### src/hdl/imf_pkg.sv
// ----------------------------------------------------------------------------
// imf_pkg
// Shared constants and types of the streaming median filter: field widths,
// register map, reset sizes and the default sizing of the core.
// ----------------------------------------------------------------------------
package imf_pkg;

   // Field widths
   localparam int PIXEL_W = 8;
   localparam int SIZE_W  = 11;

   // Default sizing of the core
   localparam int DEF_WINDOW     = 3;
   localparam int DEF_MAX_WIDTH  = 1024;
   localparam int DEF_MAX_HEIGHT = 1024;

   // Depth of the queue between the front and back ends
   localparam int QUEUE_DEPTH = 4;

   // Register port
   localparam int CSR_DATA_W = 32;
   localparam int CSR_ADDR_W = 3;
   localparam int REG_IDX_W  = 1;

   localparam logic [REG_IDX_W-1:0] REG_IMAGE_WIDTH  = 1'b0;
   localparam logic [REG_IDX_W-1:0] REG_IMAGE_HEIGHT = 1'b1;

   localparam logic [SIZE_W-1:0] RESET_SIZE = 11'd1024;

   // Image size as programmed, raw register contents
   typedef struct packed {
      logic [SIZE_W-1:0] width;
      logic [SIZE_W-1:0] height;
   } size_cfg_type;

endpackage

### src/hdl/imf_front.sv
// ----------------------------------------------------------------------------
// imf_front
// Front end: takes pixels, tracks the raster position and tags each pixel
// with its line-store column and whether it completes a full window.
// ----------------------------------------------------------------------------
module imf_front #(
   parameter int WINDOW     = imf_pkg::DEF_WINDOW,
   parameter int MAX_WIDTH  = imf_pkg::DEF_MAX_WIDTH,
   parameter int MAX_HEIGHT = imf_pkg::DEF_MAX_HEIGHT
) (
   input  logic                                        clock,
   input  logic                                        reset,
   input  imf_pkg::size_cfg_type                       size_cfg,
   input  logic                                        req_valid,
   output logic                                        req_ready,
   input  logic [imf_pkg::PIXEL_W-1:0]                 req_pixel,
   output logic                                        push_valid,
   input  logic                                        push_ready,
   output logic [imf_pkg::PIXEL_W+$clog2(MAX_WIDTH):0] push_data
);

   import imf_pkg::*;

   localparam int CW   = $clog2(MAX_WIDTH);
   localparam int RW   = $clog2(MAX_HEIGHT);
   localparam int CMPW_C = (CW + 1 > SIZE_W) ? CW + 1 : SIZE_W;
   localparam int CMPW_R = (RW + 1 > SIZE_W) ? RW + 1 : SIZE_W;

   logic [CW-1:0]     col_ff, col_in;
   logic [RW-1:0]     row_ff, row_in;
   logic [CMPW_C-1:0] width_eff, col_sum;
   logic [CMPW_R-1:0] height_eff, row_sum;
   logic              last_col, last_row, win_full, take;

   // Clamp the programmed size: zero acts as one, beyond the maximum as the maximum
   always_comb begin
      if (size_cfg.width == '0) begin
         width_eff = CMPW_C'(1);
      end else if (CMPW_C'(size_cfg.width) > CMPW_C'(MAX_WIDTH)) begin
         width_eff = CMPW_C'(MAX_WIDTH);
      end else begin
         width_eff = CMPW_C'(size_cfg.width);
      end
      if (size_cfg.height == '0) begin
         height_eff = CMPW_R'(1);
      end else if (CMPW_R'(size_cfg.height) > CMPW_R'(MAX_HEIGHT)) begin
         height_eff = CMPW_R'(MAX_HEIGHT);
      end else begin
         height_eff = CMPW_R'(size_cfg.height);
      end
   end

   // Work out the wrap points of the raster counters
   assign col_sum  = CMPW_C'(col_ff) + CMPW_C'(1);
   assign row_sum  = CMPW_R'(row_ff) + CMPW_R'(1);
   assign last_col = (col_sum >= width_eff);
   assign last_row = (row_sum >= height_eff);
   assign win_full = (col_ff >= CW'(WINDOW - 1)) && (row_ff >= RW'(WINDOW - 1));
   assign take     = req_valid && push_ready;

   // Advance column and row, wrapping at the end of each row and frame
   always_comb begin
      col_in = col_ff;
      row_in = row_ff;
      if (take) begin
         if (last_col) begin
            col_in = '0;
            row_in = last_row ? '0 : row_ff + RW'(1);
         end else begin
            col_in = col_ff + CW'(1);
         end
      end
   end

   always_ff @(posedge clock) begin
      if (reset) begin
         col_ff <= '0;
         row_ff <= '0;
      end else begin
         col_ff <= col_in;
         row_ff <= row_in;
      end
   end

   // Hand the tagged pixel to the queue
   assign push_valid = req_valid;
   assign req_ready  = push_ready;
   assign push_data  = {req_pixel, col_ff, win_full};

endmodule

### config.mk
export PLATFORM = sky130hd
export DESIGN_NAME = imf_front
export DESIGN_NICKNAME = d
export VERILOG_FILES = /design/src/hdl/imf_pkg.sv /design/src/hdl/imf_front.sv
export SDC_FILE = /design/constraint.sdc
export NUM_CORES = 1
export LEC_CHECK = 0
export ABC_AREA = 1
export BUFFER_PORTS_ARGS = -buffer_cell sky130_fd_sc_hd__buf_2
export CAP_MARGIN = 20
export CORE_MARGIN = 3
export CORE_UTILIZATION = 25
export DETAILED_ROUTE_END_ITERATION = 7
export RECOVER_POWER = 100
export SETUP_SLACK_MARGIN = 0.4
export SKIP_LAST_GASP = 1
export SLEW_MARGIN = 20
export SYNTH_ARGS = -nofsm -noshare
export SYNTH_HDL_FRONTEND = slang
export SYNTH_SLANG_ARGS = --single-unit
export TNS_END_PERCENT = 50
### constraint.sdc
create_clock -name clock -period 2.09 [get_ports clock]
set_input_delay 0.209 -clock clock [delete_from_list [all_inputs] [get_ports clock]]
set_output_delay 0.209 -clock clock [all_outputs]
set_load 0.02 [all_outputs]
Yosys cells after proc, flatten, opt, wreduce, memory -nomap -nowiden

Index checks and enable logic that the tools add are counted.

$lt $le $gt $ge: 6
Multiplexer cells: 6
Reduce and logical (&&, ||, !) cells: 5
$add $sub $neg: 4

Operators with widths:

| cell                    | number |
|---|---|
| $mux W11                | 4 |
| $add A10 B1 Y11 const B | 2 |
| $ge A11 B11 Y1          | 2 |
| $gt A11 B11 Y1 const B  | 2 |
| $logic_not A11 Y1       | 2 |
| $add A10 B1 Y10 const B | 2 |
| $ge A10 B2 Y1 const B   | 2 |
| $mux W10                | 2 |
| $logic_and A1 B1 Y1     | 2 |
| $reduce_and A2 Y1       | 1 |

Word-level logic and storage cells: 23
Output and inout bits: 21
Register bits after elaboration: 20

Longest topological paths before layout

Depth after elaboration: 5
Mapped depth: 19
Depth with buffers taken out: 19

Least setup slack after synthesis

OpenSTA, ideal clock, no wires.

Path kind: reg2reg
From: reg col_ff[1]
To: reg row_ff[5]
Buffers on the path: 1
Stages on the path, launching flop included: 18
Arrival time: 2.209 ns
Setup time: 0.114 ns
Slack: -0.233 ns
Clock period less this slack: 2.323 ns
Cell sequence: dfxtp_1 ha_1 nand2_1 nor2_4 nand2_1 o21ai_1 inv_1 ha_1 nand2_1 inv_1 nand2_1 nor2_1 nand2_1 nand3_4 nand2_4 buf_6 a21oi_1 nor2_1

Cells in the longest elaborated chain, start to end: 3

RTL lines:

| what                        | RTL line        | source |
|---|---|---|
| start: declaration          | imf_front.sv:29 | `logic [CW-1:0] col_ff, col_in;` |
| start signal: assignment    | imf_front.sv:80 | `col_ff <= col_in;` |
| $add A10 B1 Y11             | imf_front.sv:54 | `assign col_sum = CMPW_C'(col_ff) + CMPW_C'(1);` |
| $ge A11 B11 Y1              | imf_front.sv:56 | `assign last_col = (col_sum >= width_eff);` |
| $reduce_and A2 Y1 (no line) | -               |  |
| end signal: assignment      | imf_front.sv:81 | `row_ff <= row_in;` |
| end: declaration            | imf_front.sv:30 | `logic [RW-1:0] row_ff, row_in;` |

No other way between the ends.
A chain may end at the register's enable or synchronous reset.

Final worst setup path

From: reg row_ff[1]
To: reg row_ff[2]

Cells in the longest elaborated chain, start to end: 3
Elaborated cells between the ends (all ways): 4
Those cells by class: 2 x add/sub; 1 x order compare; 1 x mux

RTL lines:

| what            | RTL line        | source |
|---|---|---|
| $add A10 B1 Y11 | imf_front.sv:55 | `assign row_sum = CMPW_R'(row_ff) + CMPW_R'(1);` |
| $ge A11 B11 Y1  | imf_front.sv:57 | `assign last_row = (row_sum >= height_eff);` |
| $mux W10 *      | imf_front.sv:68 | `row_in = last_row ? '0 : row_ff + RW'(1);` |

Mark *: on every way between the ends. The rest lies on a longest branch, timed or not.

==> run_results.csv <==
group,metric,value,unit
status,status,"finished with violations",
status,violations,"setup timing",
critical_path,cp_cell_sequence,"ha_4 > nand2_4 > nor2_4 > nand4_1 > nand2_1 > clkinv_2 > ha_4 > nand2_1 > inv_1 > nand2_2 > inv_2 > nand2_2 > nand2_2 > nor2_4 > nand3_2 > o21ai_2",
sta,whs,0.253,ns
die,die_y,99.6,um
layout,mostFrequentLayoutCell,"nand2_1",
yosys,synthArstFlopShare,0,
placement,portBuffers,38,
clocking,cts.sinks,20,
die,die_x,99.6,um
die,core-area,8380,um2
sta,setup_ws,-0.191,ns
yosys,synth_top_area_cell,"nand2_1",
clocking,cts_max_level,1,
routing,drc,0,
sta,drv_slew,0,
global_routing,grt_pass1_wl,9.87,mm
routing,vias_per_cell,4.35,
placement,gp_congestion,0.851,
yosys,syn_area,2190,um2
global_routing,antenna_found_initial,0,
yosys,synthAdderAreaFrac,0.148,
yosys,yosysSeqAreaShare,0.183,
yosys,synthSimpleGateAreaFrac,0.400,
clocking,cts_buffers,3,
layout,mostFrequentLayoutCells,"nand2_1, buf_4, inv_1",
critical_path,required,2.29,ns
placement,dpl.hpwl,4.74,mm
yosys,synthXorXnorAreaFrac,0.0320,
yosys,synth_area_per_cell,6.22,um2
yosys,synth-compound-area-share,0.0794,
critical_path,critPathKind,"register to register",
yosys,synth_fp_nets,412,
die,num_rows,33,
sta,setup_viol,20,
layout,post_route_cells_drive_above_1_share,0.407,
power,pwr_density_cell,300,nW/um2
critical_path,cp_max_fo,8,
clocking,clockBufferDepth,2,
layout,final_util,0.388,
critical_path,cp-end-kind,"register",
power,p_leak,1.74,nW
critical_path,cp_slowest_cell,"dfxtp_4",
power,vdd_drop_max,182,uV
yosys,yosys-top-cells-area,"nand2_1, dfxtp_1, ha_1, inv_1, nor2_1",
sta,layout_worst_path_cycle_share,1.09,
layout,fin_nets,513,
yosys,synth_top_family_by_area,"simple AND/OR/NAND/NOR gates",
yosys,synthMuxAreaShare,0,
critical_path,slowest_delay,0.37,ns
placement,post-place-ws,-0.412,ns
critical_path,critPathLaunchType,"register",
yosys,synth_edf_count,0,
critical_path,worstPathArrival,2.48,ns
clocking,clk_pin_slew,0.07,ns
layout,fillers,866,
routing,num_vias,2423,
die,io-pin-count,55,
critical_path,cpMostUsedCell,"nand2_2",
yosys,synth_flop_cell,"dfxtp_1",
routing,drt_first_pass_iters,4,
routing,wl_per_cell,10.9,um
clocking,ctsHoldBuffers,0,
clocking,clock_latency,0.27,ns
sta,finalHoldViolCount,0,
die,die_area,9920,um2
min_path,hold_path_class,"input port to register",
global_routing,grt_max_degree,18,
flow_run,max_cap_viol_count,0,
routing,drt_iter0_drc,114,
yosys,synthDistinctLibCells,35,
yosys,synth_top_area_share,0.207,
yosys,ys_seq_elements,20,
routing,postRouteWirelength,6.05,mm
routing,detail-route-antenna-nets,0,
layout,area_growth,48.4,%
clocking,cts_tree,"built",
sta,fmax,438,MHz
critical_path,r2r_setup_slack,-0.19,ns
layout,antenna_cells,0,
clocking,cts-root-buf,"clkbuf_8",
sta,rsz0062_at_grt,"true",
yosys,synthCells,352,
global_routing,track_usage,0.120,
sta,finalSetupTns,-2.84,ns
die,initial_utilization,0.261,
global_routing,grt-ovfl-total,0,
sta,max_slew.worst_pin.slew,0.430,ns
sta,finalCriticalPeriod,2.28,ns
yosys,yosysWarnings,0,
global_routing,grt_pass1_vias,2289,
sta,fin_skew,0.00668,ns
sta,maxSlewHeadroom,0.713,
[worst max-delay path, delay by kind of cell (launching register included)]
kind	cells	cell delay (ns)
compound gates	1	0.16
fa+ha+maj	2	0.40
buf+inv	3	0.16
flops	1	0.37
simple gates	10	1.13
[final timing paths]
check	cells after the start	from	end
setup / recovery	16	row_ff[1]$_SDFFE_PP0P_	row_ff[2]$_SDFFE_PP0P_
hold / removal	2	reset	col_ff[1]$_SDFFE_PP0P_
setup reg to reg	16	row_ff[1]$_SDFFE_PP0P_	row_ff[2]$_SDFFE_PP0P_
hold reg to reg	2	row_ff[9]$_SDFFE_PP0P_	row_ff[9]$_SDFFE_PP0P_
[state kept, by name, summed over array words and instances (netlist names)]
register and cells:
col_ff 10, row_ff 10
[per-layer routing]
metal	vias to the layer above	track usage	wire [um]
met5	-	0	0
met4	0	0.0221	69
met3	8	0.0210	276
met2	42	0.201	2900
met1	1096	0.161	2800
li1	1277	-	-
[kinds of logic after synthesis]
family,after synthesis
and+or+nand+nor,192
adders and majority gates,26
DFF,20
xor gates and xnor gates,8
buffers and inverters,74
AOI/OAI and AO/OA,32
[final cells by class]
class / count / area (um2) / area share
inverter: 56 / 211 / 0.0651
sequential: 20 / 417 / 0.128
clock buffer: 3 / 41.3 / 0.0127
timing repair buffer: 114 / 762 / 0.234
tap: 105 / 131 / 0.0404
clock inverter: 1 / 3.75 / 0.00115
multi-input combinational: 258 / 1680 / 0.518
[Yosys cell counts, drive strengths merged (2+ instances only)]
master  count
ha         26
dfxtp      20
or2         6
a21oi      21
nor3        3
inv        55
o21ai       9
nand3      12
xor2        7
nor2       35
buf        17
nand2     126
nand2b      2
nand4       2
nor4        5
[what timing repair did]
action	4_1_cts	5_1_grt
gates resized for setup	27	28
endpoints found under the setup margin	21	21
buffers inserted	9	0
pin swaps	17	25
[where the power goes]
part	internal (W)	switching, W	leakage, nW
logic	0.000140	0.000174	1.55
clock network	0.000131	0.000130	0.0231
registers	0.000388	0.00000998	0.166
total	0.000660	0.000314	1.74
[stage by stage]
stage / area (um2) / power [W] / std cells
CTS: 3150 / 0.000971 / 557
floorplan: 2230 / 0.000602 / 352
detailed placement: 2920 / 0.000696 / 544
global placement: 2920 / 0.000691 / 544
finish: 3250 / 0.000974 / 557
global route: 3250 / 0.00104 / 557
(Power assumes the default switching activity.)
