===== src/hdl/imf_pkg.sv =====
// ----------------------------------------------------------------------------
// imf_pkg
// Shared constants and types of the streaming median filter: field widths,
// register map, reset sizes and the default sizing of the core.
// ----------------------------------------------------------------------------
package imf_pkg;

   // Field widths
   localparam int PIXEL_W = 8;
   localparam int SIZE_W  = 11;

   // Default sizing of the core
   localparam int DEF_WINDOW     = 3;
   localparam int DEF_MAX_WIDTH  = 1024;
   localparam int DEF_MAX_HEIGHT = 1024;

   // Depth of the queue between the front and back ends
   localparam int QUEUE_DEPTH = 4;

   // Register port
   localparam int CSR_DATA_W = 32;
   localparam int CSR_ADDR_W = 3;
   localparam int REG_IDX_W  = 1;

   localparam logic [REG_IDX_W-1:0] REG_IMAGE_WIDTH  = 1'b0;
   localparam logic [REG_IDX_W-1:0] REG_IMAGE_HEIGHT = 1'b1;

   localparam logic [SIZE_W-1:0] RESET_SIZE = 11'd1024;

   // Image size as programmed, raw register contents
   typedef struct packed {
      logic [SIZE_W-1:0] width;
      logic [SIZE_W-1:0] height;
   } size_cfg_type;

endpackage


===== src/hdl/imf_queue.sv =====
// ----------------------------------------------------------------------------
// imf_queue
// Short first-in first-out queue between the front and back ends, so that
// each side can stall on its own.
// ----------------------------------------------------------------------------
module imf_queue #(
   parameter int WIDTH = 8,
   parameter int DEPTH = imf_pkg::QUEUE_DEPTH
) (
   input  logic             clock,
   input  logic             reset,
   input  logic             push_valid,
   output logic             push_ready,
   input  logic [WIDTH-1:0] push_data,
   output logic             pop_valid,
   input  logic             pop_ready,
   output logic [WIDTH-1:0] pop_data
);

   localparam int PW = $clog2(DEPTH);
   localparam int NW = $clog2(DEPTH + 1);

   logic [WIDTH-1:0] mem_ff [0:DEPTH-1];
   logic [PW-1:0]    wr_ptr_ff, wr_ptr_in, rd_ptr_ff, rd_ptr_in;
   logic [NW-1:0]    count_ff, count_in;
   logic             do_push, do_pop;

   assign push_ready = (count_ff != NW'(DEPTH));
   assign pop_valid  = (count_ff != '0);
   assign do_push    = push_valid && push_ready;
   assign do_pop     = pop_valid && pop_ready;
   assign pop_data   = mem_ff[rd_ptr_ff];

   // Advance pointers and occupancy
   always_comb begin
      wr_ptr_in = wr_ptr_ff;
      rd_ptr_in = rd_ptr_ff;
      count_in  = count_ff;
      if (do_push) begin
         wr_ptr_in = (wr_ptr_ff == PW'(DEPTH - 1)) ? '0 : wr_ptr_ff + PW'(1);
      end
      if (do_pop) begin
         rd_ptr_in = (rd_ptr_ff == PW'(DEPTH - 1)) ? '0 : rd_ptr_ff + PW'(1);
      end
      if (do_push && !do_pop) begin
         count_in = count_ff + NW'(1);
      end else if (do_pop && !do_push) begin
         count_in = count_ff - NW'(1);
      end
   end

   always_ff @(posedge clock) begin
      if (reset) begin
         wr_ptr_ff <= '0;
         rd_ptr_ff <= '0;
         count_ff  <= '0;
      end else begin
         wr_ptr_ff <= wr_ptr_in;
         rd_ptr_ff <= rd_ptr_in;
         count_ff  <= count_in;
      end
   end

   // Store the entry
   always_ff @(posedge clock) begin
      if (do_push) begin
         mem_ff[wr_ptr_ff] <= push_data;
      end
   end

endmodule


===== config.mk =====
export PLATFORM = sky130hd
export DESIGN_NAME = imf_queue
export DESIGN_NICKNAME = d
export VERILOG_FILES = /design/src/hdl/imf_pkg.sv /design/src/hdl/imf_queue.sv
export SDC_FILE = /design/constraint.sdc
export NUM_CORES = 1
export LEC_CHECK = 0
export BUFFER_PORTS_ARGS = -buffer_cell sky130_fd_sc_hd__buf_2
export CORE_ASPECT_RATIO = 1.4
export CORE_MARGIN = 3
export CORE_UTILIZATION = 36
export CTS_CLUSTER_SIZE = 14
export DETAILED_ROUTE_END_ITERATION = 10
export PLACE_DENSITY = 0.56
export SLEW_MARGIN = 20
export SYNTH_ARGS = -nofsm -noshare
export SYNTH_HDL_FRONTEND = slang
export SYNTH_SLANG_ARGS = --single-unit

===== constraint.sdc =====
create_clock -name clock -period 2.9 [get_ports clock]
set_input_delay 0.29 -clock clock [delete_from_list [all_inputs] [get_ports clock]]
set_output_delay 0.29 -clock clock [all_outputs]
set_load 0.01 [all_outputs]

# --- Word-level counts from Yosys, hierarchy flattened ---
# Memory sizes are Yosys's and may differ from the RTL's. A register that Yosys moved wholly into a read port is not among the register bits.
# Cells that the tools add are included.
totals:
  word_cells: 27
  ramBits: 32
  ff_bits: 7
  mem_count: 1
memory_table:
  columns: ["name", "depth", "word_bits", "read_ports", "rd_clocked_by_memory_dff", "write_ports", "line", "source"]
  rows:
  - ["mem_ff", 4, 8, 1, 1, 1, "imf_queue.sv:23", "logic [WIDTH-1:0] mem_ff [0:DEPTH-1];"]
classes:
  add_sub_neg: 4
  n_reduce_logical: 8
  muxes: 8
  eq_ne: 3
op_table:
  columns: ["op", "count"]
  rows:
  - ["two-way mux 2 bit", 4]
  - ["two-way mux 3 bit", 2]
  - ["adder 2 x 1 -> 2 bit, second input constant", 2]
  - ["== test 2 bit, second input constant", 2]
  - ["logical AND 1 bit", 4]
  - ["adder 3 x 1 -> 3 bit, second input constant", 1]
  - ["!= test 3 bit, second input constant", 1]
  - ["nonzero test 3 bit", 1]
  - ["subtractor 3 x 1 -> 3 bit, second input constant", 1]
  - ["logical NOT 1 bit", 2]
  - ["two-way mux 1 bit", 2]
  - ["nonzero test 2 bit", 1]

# --- Depth between registers and ports, before layout ---
# Gate-level depths: netlist of run 1.
depth:
  ltp_word: 6
  mapped_depth: 9
  mapped_depth_nobuf: 8

# --- Least setup slack after synthesis of run 1 ---
# No wires, ideal clock.
synth_path:
  path_kind: "reg2reg"
  from: "register count_ff[0]"
  to: "register count_ff[2]"
  arrival_time_ns: 2.101
  required_time_ns: 2.830
  stages_incl_launch_ff: 10
  setup_slack_ns: 0.729
  path_cell_list: "dfxtp_1 or3b_1 clkbuf_2 and2_4 ha_1 inv_1 fa_1 xor2_1 or3_2 a21oi_1"
synth_between:
  elab_chain_len: 5
  word_cells_on_any_way: 13
  cone_classes: "2 x add/sub; 1 x eq/ne; 2 x mux; 8 x reduce/logical"
synth_lines:
  columns: ["item", "line", "source"]
  rows:
  - ["from (decl)", "imf_queue.sv:25", "logic [NW-1:0] count_ff, count_in;"]
  - ["from (signal assigned)", "imf_queue.sv:60", "count_ff <= count_in;"]
  - ["!= test 3 bit (*)", "imf_queue.sv:28", "assign push_ready = (count_ff != NW'(DEPTH));"]
  - ["via push_ready", "imf_queue.sv:13", "output logic push_ready,"]
  - ["logical AND 1 bit (*)", "imf_queue.sv:30", "assign do_push = push_valid && push_ready;"]
  - ["via do_push", "imf_queue.sv:26", "logic do_push, do_pop;"]
  - ["logical NOT 1 bit", "imf_queue.sv:47", "end else if (do_pop && !do_push) begin"]
  - ["logical AND 1 bit", "imf_queue.sv:47", null]
  - ["nonzero test 2 bit (no source line)", null, null]
# The timed path passes the listed nets; every way through them passes the cells marked *. The select of a mux whose other input is x is not followed.
# A chain may end at the register's enable or synchronous reset.

# --- Worst setup path in the final report of run 1 ---
layout_path:
  from: "register count_ff[0]"
  to: "register count_ff[2]"
layout_between:
  elab_chain_len: 5
  word_cells_on_any_way: 13
  cone_classes: "2 x add/sub; 1 x eq/ne; 2 x mux; 8 x reduce/logical"
layout_lines:
  columns: ["item"]
  rows:
  - ["parallel branches: the longest is 5 deep, another holds subtractor 3 x 1 -> 3 bit"]
# Parallel ways; which one is timed is not known. The select of a mux whose other input is x is not followed.

==> impl_metrics.yaml, run 1 <==
detailed_routing:
  routedWlPerCell_um: 15.4
  drc_errors: 0
  num_vias: 823
  drt_iter0_markers: 44
  drt_wl_total_mm: 2.70
  vias_per_cell: 4.70
  ant_nets: 0
  first_pass_iters: 4
setup_path:
  required_ns: 3.12
  crit_family: "compound AO/OA/AOI/OAI gates"
  setup.worst_path.class: "reg2reg"
  crit_path_max_incr_delay_ns: 0.56
  slowest_stage: "o31ai_1"
  cp.arrival_ns: 2.68
  endpoint_kind: "flop"
  path_max_fanout: 5
  crit_buf_inv: 1
  cp_cell_sequence: "o31ai_1 -> ha_1 -> inv_1 -> fa_1 -> xor2_1 -> or3_2 -> a21oi_1"
  cp-start-kind: "flop"
die:
  die_h_um: 85.7
  core_um2: 4310
  ioPinCount: 22
  die_w_um: 62.9
  rows: 28
  die-area_um2: 5390
  start_util_pct: 37.9
timing:
  final.setup.tns_ns: 0
  finalCritPeriodShare_pct: 85.0
  setup_ws_ns: 0.434
  final_hold_viol_count: 0
  worst_slew_pin_slew_ns: 0.600
  setup_viol: 0
  max_freq_mhz: 406
  fin_crit_ns: 2.47
  relSlewSlack_pct: 59.7
  drv_slew: 0
  rsz0062_at_grt: "false"
  skew_ns: 0.00862
final_layout:
  area_growth_syn_to_layout_pct: 15.9
  fin_cells: 175
  drive_gt1_share_pct: 39.1
  antenna_cells: 0
  fin_nets: 133
placed_design:
  dp_hpwl_mm: 1.92
  pre_cts_ws_ns: 0.416
  dp.cells: 167
  place_congestion: 0.718
  portBuffers: 21
yosys:
  synth_area_leader_cell: "edfxtp_1"
  syn_nets: 109
  netlist_area_um2: 1630
  yosys_warnings: 0
  synth_compound_area_share_pct: 2.14
  yosys.area_share.adder_pct: 5.82
  ys_seq_area_share_pct: 69.8
  muxShareOfSynthArea_pct: 12.9
  synth_top_cell_area_share_pct: 58.8
  yosys.area_share.xor_xnor_pct: 1.07
  synthSimpleGateAreaFrac_pct: 6.51
  synth_top_family_by_area: "multiplexers"
  syn_avg_cell_area_um2: 18.2
  syn_inst: 90
  yosysUniqueCellTypes: 26
  synth_area_leaders: "edfxtp_1 59%, dfxtp_1 11%, mux4_2 11%"
  synth_seq_cells: 41
power:
  p_leak_nw: 0.695
  p_switching_w: 0.000466
  p_per_area_nw_per_um2: 841
  swShare_pct: 29.3
  max-vdd-ir-drop_mv: 0.549
  pwr-share-comb_pct: 25.9
  p_int_w: 0.00113
  pwr-share-clk_pct: 24.1
  power_frac_seq_pct: 50.0
cts:
  cts_resized: 0
  cts_tree: "done"
  cts_buffers: 5
  clock_latency_ns: 0.29
  htreeDepth: 2
  clock_path_buffers: 2
  clkTransAtPathRegs_ns: 0.08
  cts_sinks: 41
  cts_setup_buffers: 0
  cts_hold_buf: 0
  cts_root_buf: "clkbuf_8"
grt:
  grt_first_pass_wirelength_mm: 4.65
  grt_antenna_before_repair: 0
  grt_overflow: 0
  grt_max_degree: 14
  grt_pass1_vias: 957
  grt_usage_pct: 11.6
hold_path:
  hold_path.class: "in2reg"
run_status:
  outcome: "complete, no violations"
flow_run:
  cap_violations: 0
cell type report:
class / count / area (um2)
multi-input cells: 42 / 464
clock buffers: 6 / 82.6
repair buffers: 21 / 105
well taps: 60 / 75.1
fillers: 392 / 2420
clock inverters: 2 / 13.8
flip-flops and latches: 41 / 1140
inverters: 3 / 11.3
sequential cells by signal, summed over array words and instances, names as in the netlist, named ones only:
register / cells
mem_ff: 32
wr_ptr_ff: 2
rd_ptr_ff: 2
count_ff: 3
layout by cell type (no fill, tap or decap):
| master | n |
|---|---|
| nand2b_1 | 2 |
| or3_2 | 2 |
| dfxtp_1 | 9 |
| a21oi_1 | 2 |
| o31ai_1 | 1 |
| o21ai_0 | 1 |
| xor2_1 | 2 |
| and2_4 | 1 |
| clkbuf_8 | 6 |
| nand2_1 | 1 |
| and3_2 | 4 |
| edfxtp_1 | 32 |
| ha_1 | 6 |
| mux2i_1 | 3 |
| or3b_1 | 1 |
| clkinv_2 | 1 |
| or3_1 | 1 |
| nor3_1 | 1 |
| nor2_1 | 3 |
| mux4_2 | 8 |
| fa_1 | 1 |
| nand3_1 | 1 |
| inv_1 | 3 |
| o31ai_2 | 1 |
| buf_2 | 21 |
| clkinv_4 | 1 |
worst paths after layout:
kind	slack, ns	startpoint	endpoint	cells past startpoint
min	0.21	push_data[3]	mem_ff[2][3]$_DFFE_PP_	1
max	0.43	count_ff[0]$_SDFFE_PP0P_	count_ff[2]$_SDFFE_PP0P_	7
max reg2reg	0.43	count_ff[0]$_SDFFE_PP0P_	count_ff[2]$_SDFFE_PP0P_	7
min reg2reg	0.50	rd_ptr_ff[0]$_SDFFE_PP0P_	rd_ptr_ff[0]$_SDFFE_PP0P_	2
metal layers:
metal,vias up,routed length [um],GRT usage (%)
met3,2,98,3.80
met2,23,1440,20.7
met4,0,25,5.42
met5,-,0,0
met1,406,1140,12.3
li1,392,-,-
power groups by stage:
stage	combinational (W)	clock [W]	sequential (W)
global route	0.000468	0.000426	0.000811
global placement	0.000401	0	0.000805
CTS	0.000422	0.000394	0.000801
detailed placement	0.000418	0	0.000813
finish	0.000413	0.000383	0.000796
floorplan	0.000323	0	0.000769
metrics by stage:
step | utilization (%) | power [W] | cell area [um2] | hold WS (ns)
after floorplan | - | 0.00109 | 1630 | 0.389
after global placement | 41.7 | 0.00121 | 1800 | 0.485
after detailed placement | 41.7 | 0.00123 | 1800 | 0.484
after CTS | 43.9 | 0.00162 | 1890 | 0.205
after global routing | 43.9 | 0.00171 | 1890 | 0.197
final | 43.9 | 0.00159 | 1890 | 0.212
cells by family (layout without fill, tap and decap cells):
kind of cell | Yosys count | after routing
fa+ha+maj | 7 | 7
xor+xnor | 2 | 2
compound gates | 5 | 5
simple gates | 17 | 17
mux | 11 | 11
flops | 41 | 41
buf+inv | 7 | 32
Yosys cell counts:
| cell | n |
|---|---|
| edfxtp_1 | 32 |
| fa_1 | 1 |
| a21oi_1 | 2 |
| dfxtp_1 | 9 |
| o31ai_2 | 1 |
| or3b_1 | 1 |
| buf_2 | 1 |
| nand3_1 | 1 |
| nand2b_1 | 2 |
| o31ai_1 | 1 |
| inv_1 | 3 |
| clkbuf_2 | 1 |
| xor2_1 | 2 |
| clkbuf_1 | 1 |
| and3_2 | 4 |
| and2_4 | 1 |
| o21ai_0 | 1 |
| nor2_1 | 3 |
| nand2_1 | 1 |
| mux2i_1 | 3 |
| or3_2 | 2 |
| mux4_2 | 8 |
| ha_1 | 6 |
| or3_1 | 1 |
| buf_1 | 1 |
| nor3_1 | 1 |
Note: power is estimated with default switching activity, not from simulation.
==> run 2: changes to the inputs <==
RECOVER_POWER = 25   (was not set)
REMOVE_ABC_BUFFERS = 1   (was not set)
==> run 2 against run 1 <==
Against the previous run: via count is the same; core utilization shrank 0.29 points; maximum frequency increased by 2.5%; setup slack gained 0.061 ns; combinational power about the same; first-iteration DRC count decreased by 48%; die area stayed put; wire length fell by 6.4%; critical path type unchanged; largest cell class unchanged; highest routed layer unchanged.
==> impl_metrics.yaml, run 2 (synthesized netlist as in run 1, its figures left out) <==
run_status:
  outcome: "complete, no violations"
die:
  die_w_um: 62.9
  rows: 28
  start_util_pct: 37.9
  die_h_um: 85.7
  core_um2: 4310
  die-area_um2: 5390
  ioPinCount: 22
cts:
  cts_hold_buf: 0
  clock_latency_ns: 0.29
  clock_path_buffers: 2
  htreeDepth: 2
  cts_buffers: 5
  clkTransAtPathRegs_ns: 0.06
  cts_root_buf: "clkbuf_8"
  cts_setup_buffers: 0
  cts_sinks: 41
  cts_resized: 0
  cts_tree: "done"
final_layout:
  final_cell_mix: "32 x edfxtp_1, 16 x buf_2, 9 x dfxtp_1"
  fillers: 399
  final_cell_area_um2: 1880
  fin_nets: 133
  final_common_cell: "edfxtp_1"
  area_growth_syn_to_layout_pct: 15.1
  drive_gt1_share_pct: 33.0
  top_register: "mem_ff"
  largest_reg_flops: 32
  antenna_cells: 0
  reg.largest.list: "mem_ff x32, count_ff x3"
  fin_cells: 175
timing:
  finalCritPeriodShare_pct: 82.9
  rsz0062_at_grt: "false"
  setup_viol: 0
  max_freq_mhz: 416
  relSlewSlack_pct: 61.5
  final_hold_viol_count: 0
  final.setup.tns_ns: 0
  skew_ns: 0.00851
  worst_slew_pin_slew_ns: 0.573
  fin_crit_ns: 2.41
  drv_slew: 0
grt:
  grt_usage_pct: 11.0
  grt_first_pass_wirelength_mm: 4.44
  grt_antenna_before_repair: 0
  grt_max_degree: 13
  grt_overflow: 0
  grt_pass1_vias: 911
setup_path:
  timing.rr.start: "count_ff[0]$_SDFFE_PP0P_"
  cp.arrival_ns: 2.62
  r2r-end: "count_ff[2]$_SDFFE_PP0P_"
  path_max_fanout: 5
  cp-start-kind: "flop"
  rrSetupSlack_ns: 0.49
  required_ns: 3.11
  endpoint_kind: "flop"
  setup.worst_path.class: "reg2reg"
  r2r_cells: 7
detailed_routing:
  first_pass_iters: 4
  num_vias: 823
  drc_errors: 0
  ant_nets: 0
  routedWlPerCell_um: 14.4
  drt_wl_total_mm: 2.53
  vias_per_cell: 4.70
  drt_iter0_markers: 23
power:
  power.total_w: 0.00157
  p_per_area_nw_per_um2: 833
  max-vdd-ir-drop_mv: 0.489
  p_leak_nw: 0.675
hold_path:
  hold_depth: 1
  hp-start: "push_data[4]"
  hold_path.class: "in2reg"
  min_to: "mem_ff[2][4]$_DFFE_PP_"
placed_design:
  portBuffers: 21
  dp_hpwl_mm: 1.82
  place_congestion: 0.715
  placedInstanceArea_um2: 1800
  dp.cells: 167
flow_run:
  cap_violations: 0
## run 2: area by class of cell
class	instances	area (um2)	share of cell area (%)
Multi-Input combinational cell	42	464	24.7
Timing Repair Buffer	21	98.8	5.26
Tap cell	60	75.1	3.99
Sequential cell	41	1140	60.7
Inverter	3	11.3	0.599
Clock buffer	8	90.1	4.79
## run 2: worst max path at each step
stage | endpoint | start
floorplan | count_ff[2]$_SDFFE_PP0P_ | count_ff[0]$_SDFFE_PP0P_
global placement | count_ff[2]$_SDFFE_PP0P_ | count_ff[0]$_SDFFE_PP0P_
detailed placement | count_ff[2]$_SDFFE_PP0P_ | count_ff[0]$_SDFFE_PP0P_
CTS | count_ff[2]$_SDFFE_PP0P_ | count_ff[0]$_SDFFE_PP0P_
global route | count_ff[2]$_SDFFE_PP0P_ | count_ff[0]$_SDFFE_PP0P_
finish | count_ff[2]$_SDFFE_PP0P_ | count_ff[0]$_SDFFE_PP0P_
## run 2: critical path, cell delays in order, from the launching register on
cell and delay, ns:
dfxtp_1 0.36, o31ai_1 0.54, ha_1 0.30, inv_1 0.07
fa_1 0.37, xor2_1 0.16, or3_2 0.41, a21oi_1 0.14
## run 2: layer usage
layer  global-route usage [%]  up-vias  part of all wire [%]
li1                         -      392                     -
met1                     13.0      400                    41
met2                     17.8       22                    52
met3                     3.80        9                   4.8
met4                     5.82        0                   2.4
met5                        0        -                     0
## run 2: stage by stage
| step | utilization, % | hold WS [ns] | setup WS, ns |
|---|---|---|---|
| floorplan | - | 0.359 | 0.731 |
| global route | 43.6 | 0.221 | 0.330 |
| detailed placement | 41.7 | 0.487 | 0.480 |
| CTS | 43.8 | 0.207 | 0.463 |
| finish | 43.6 | 0.231 | 0.495 |
| global placement | 41.7 | 0.488 | 0.598 |
## run 2: report_power, final
| group | leakage [nW] | internal (W) | switching (W) |
|---|---|---|---|
| combinational | 0.263 | 0.000211 | 0.000200 |
| sequential | 0.367 | 0.000723 | 0.0000706 |
| clock | 0.0455 | 0.000194 | 0.000169 |
==> run 3: changes to the inputs <==
clock period = 2.45 ns   (was 2.9 ns; I/O delays follow)
==> run 3 against run 2 <==
Against the previous run: via count is 1.9% higher; clock power is 39% higher; core utilization grew 0.61 points; first-iteration DRC count is the same; die area did not move; non-clock buffer count increased by 1; wire length increased by 4.3%; final area increased by 1.4%; hold slack worse by 0.049 ns; sequential share of layout area down 0.84 points; critical path depth is 1 higher; clock skew shrank 0.0060 ns; largest cell class unchanged; highest routed layer unchanged.
==> impl_metrics.yaml, run 3 (synthesized netlist as in run 1, its figures left out) <==
grt:
  grt_overflow: 0
  grt_busiest_layer: "met2"
  grt_usage_pct: 11.0
  grt_util_met3_pct: 3.80
  grtUsageMet2_pct: 19.1
  grt_first_pass_wirelength_mm: 4.36
  grt_use_met1_pct: 11.8
  grt_antenna_before_repair: 0
  grt_pass1_vias: 917
  grt_max_degree: 13
timing:
  fin_crit_ns: 2.27
  setup_viol: 0
  worst_slew_pin_slew_ns: 0.566
  drv_slew: 0
  final.setup.tns_ns: 0
  finalCritPeriodShare_pct: 92.7
  rsz0062_at_grt: "false"
  final_hold_viol_count: 0
  relSlewSlack_pct: 62.2
  max_freq_mhz: 440
  skew_ns: 0.00254
hold_path:
  hold_path.class: "in2reg"
cts:
  cts_buffers: 5
  clock_latency_ns: 0.28
  cts_root_buf: "clkbuf_8"
  cts_hold_buf: 0
  htreeDepth: 2
  clock_path_buffers: 2
  cts_tree: "done"
  cts_setup_buffers: 0
  clkTransAtPathRegs_ns: 0.07
  cts_resized: 0
  cts_sinks: 41
final_layout:
  final_common_cell: "edfxtp_1"
  utilization_pct: 44.3
  ff_latch_area_um2: 1140
  antenna_cells: 0
  area_growth_syn_to_layout_pct: 16.7
  top_register: "mem_ff"
  multi_input_comb_area_um2: 464
  largest_reg_flops: 32
  fin_nets: 134
  reg.largest.list: "mem_ff x32, count_ff x3"
  final_cell_mix: "32 x edfxtp_1, 14 x buf_2, 9 x dfxtp_1"
  fin_cells: 176
  fillers: 374
  drive_gt1_share_pct: 32.8
run_status:
  outcome: "complete, no violations"
placed_design:
  place_congestion: 0.721
  portBuffers: 21
  dp_hpwl_mm: 1.89
  dp.cells: 168
power:
  max-vdd-ir-drop_mv: 0.488
  p_leak_nw: 0.685
  p_per_area_nw_per_um2: 1010
detailed_routing:
  drt_iter0_markers: 23
  vias_per_cell: 4.77
  num_vias: 839
  routedWlPerCell_um: 15.0
  drc_errors: 0
  drt_wl_total_mm: 2.63
  ant_nets: 0
  first_pass_iters: 4
setup_path:
  cp-start-kind: "flop"
  endpoint_kind: "flop"
  cp.arrival_ns: 2.49
  required_ns: 2.67
  path_max_fanout: 7
  setup.worst_path.class: "reg2reg"
  rrSetupSlack_ns: 0.18
die:
  die_w_um: 62.9
  rows: 28
  die-area_um2: 5390
  die_h_um: 85.7
  core_um2: 4310
  start_util_pct: 37.9
  ioPinCount: 22
flow_run:
  cap_violations: 0
run 3: worst paths after layout:
| kind | cells past startpoint | from | endpoint |
|---|---|---|---|
| worst max-delay path | 8 | count_ff[0]$_SDFFE_PP0P_ | count_ff[2]$_SDFFE_PP0P_ |
| worst min-delay path | 1 | push_data[4] | mem_ff[0][4]$_DFFE_PP_ |
| worst max register to register | 8 | count_ff[0]$_SDFFE_PP0P_ | count_ff[2]$_SDFFE_PP0P_ |
| worst min register to register | 2 | rd_ptr_ff[0]$_SDFFE_PP0P_ | flop |
run 3: metal layers:
layer / part of all wire, % / vias up
met5: 0 / -
met4: 2.3 / 0
met3: 5.0 / 5
met2: 55 / 20
met1: 38 / 422
li1: - / 392
run 3: area by class of cell:
class,instances,area share [%]
Clock buffer,8,5.84
Multi-Input combinational cell,42,24.3
Sequential cell,41,59.8
Inverter,3,0.591
Timing Repair Buffer,22,5.45
Tap cell,60,3.94
run 3: where the power goes:
part,switching [W],internal [W]
sequential,0.0000855,0.000855
combinational,0.000233,0.000256
clock,0.000212,0.000291
total,0.000530,0.00140
run 3: metrics by stage:
stage / total power (W) / instance area [um2] / hold slack [ns] / setup slack [ns]
3_5_place_dp: 0.00146 / 1800 / 0.463 / 0.194
6_report: 0.00193 / 1910 / 0.182 / 0.179
2_1_floorplan: 0.00128 / 1620 / 0.314 / 0.281
4_1_cts: 0.00197 / 1920 / 0.157 / 0.155
5_1_grt: 0.00206 / 1910 / 0.181 / 0.0663
3_3_place_gp: 0.00145 / 1800 / 0.458 / 0.259
run 3: worst max-delay path, stage by stage, from the launching register on:
cell	delay (ns)
dfxtp_1	0.43
or3b_1	0.25
and2_4	0.20
ha_1	0.18
inv_1	0.06
fa_1	0.38
xor2_1	0.16
or3_2	0.40
a21oi_1	0.14
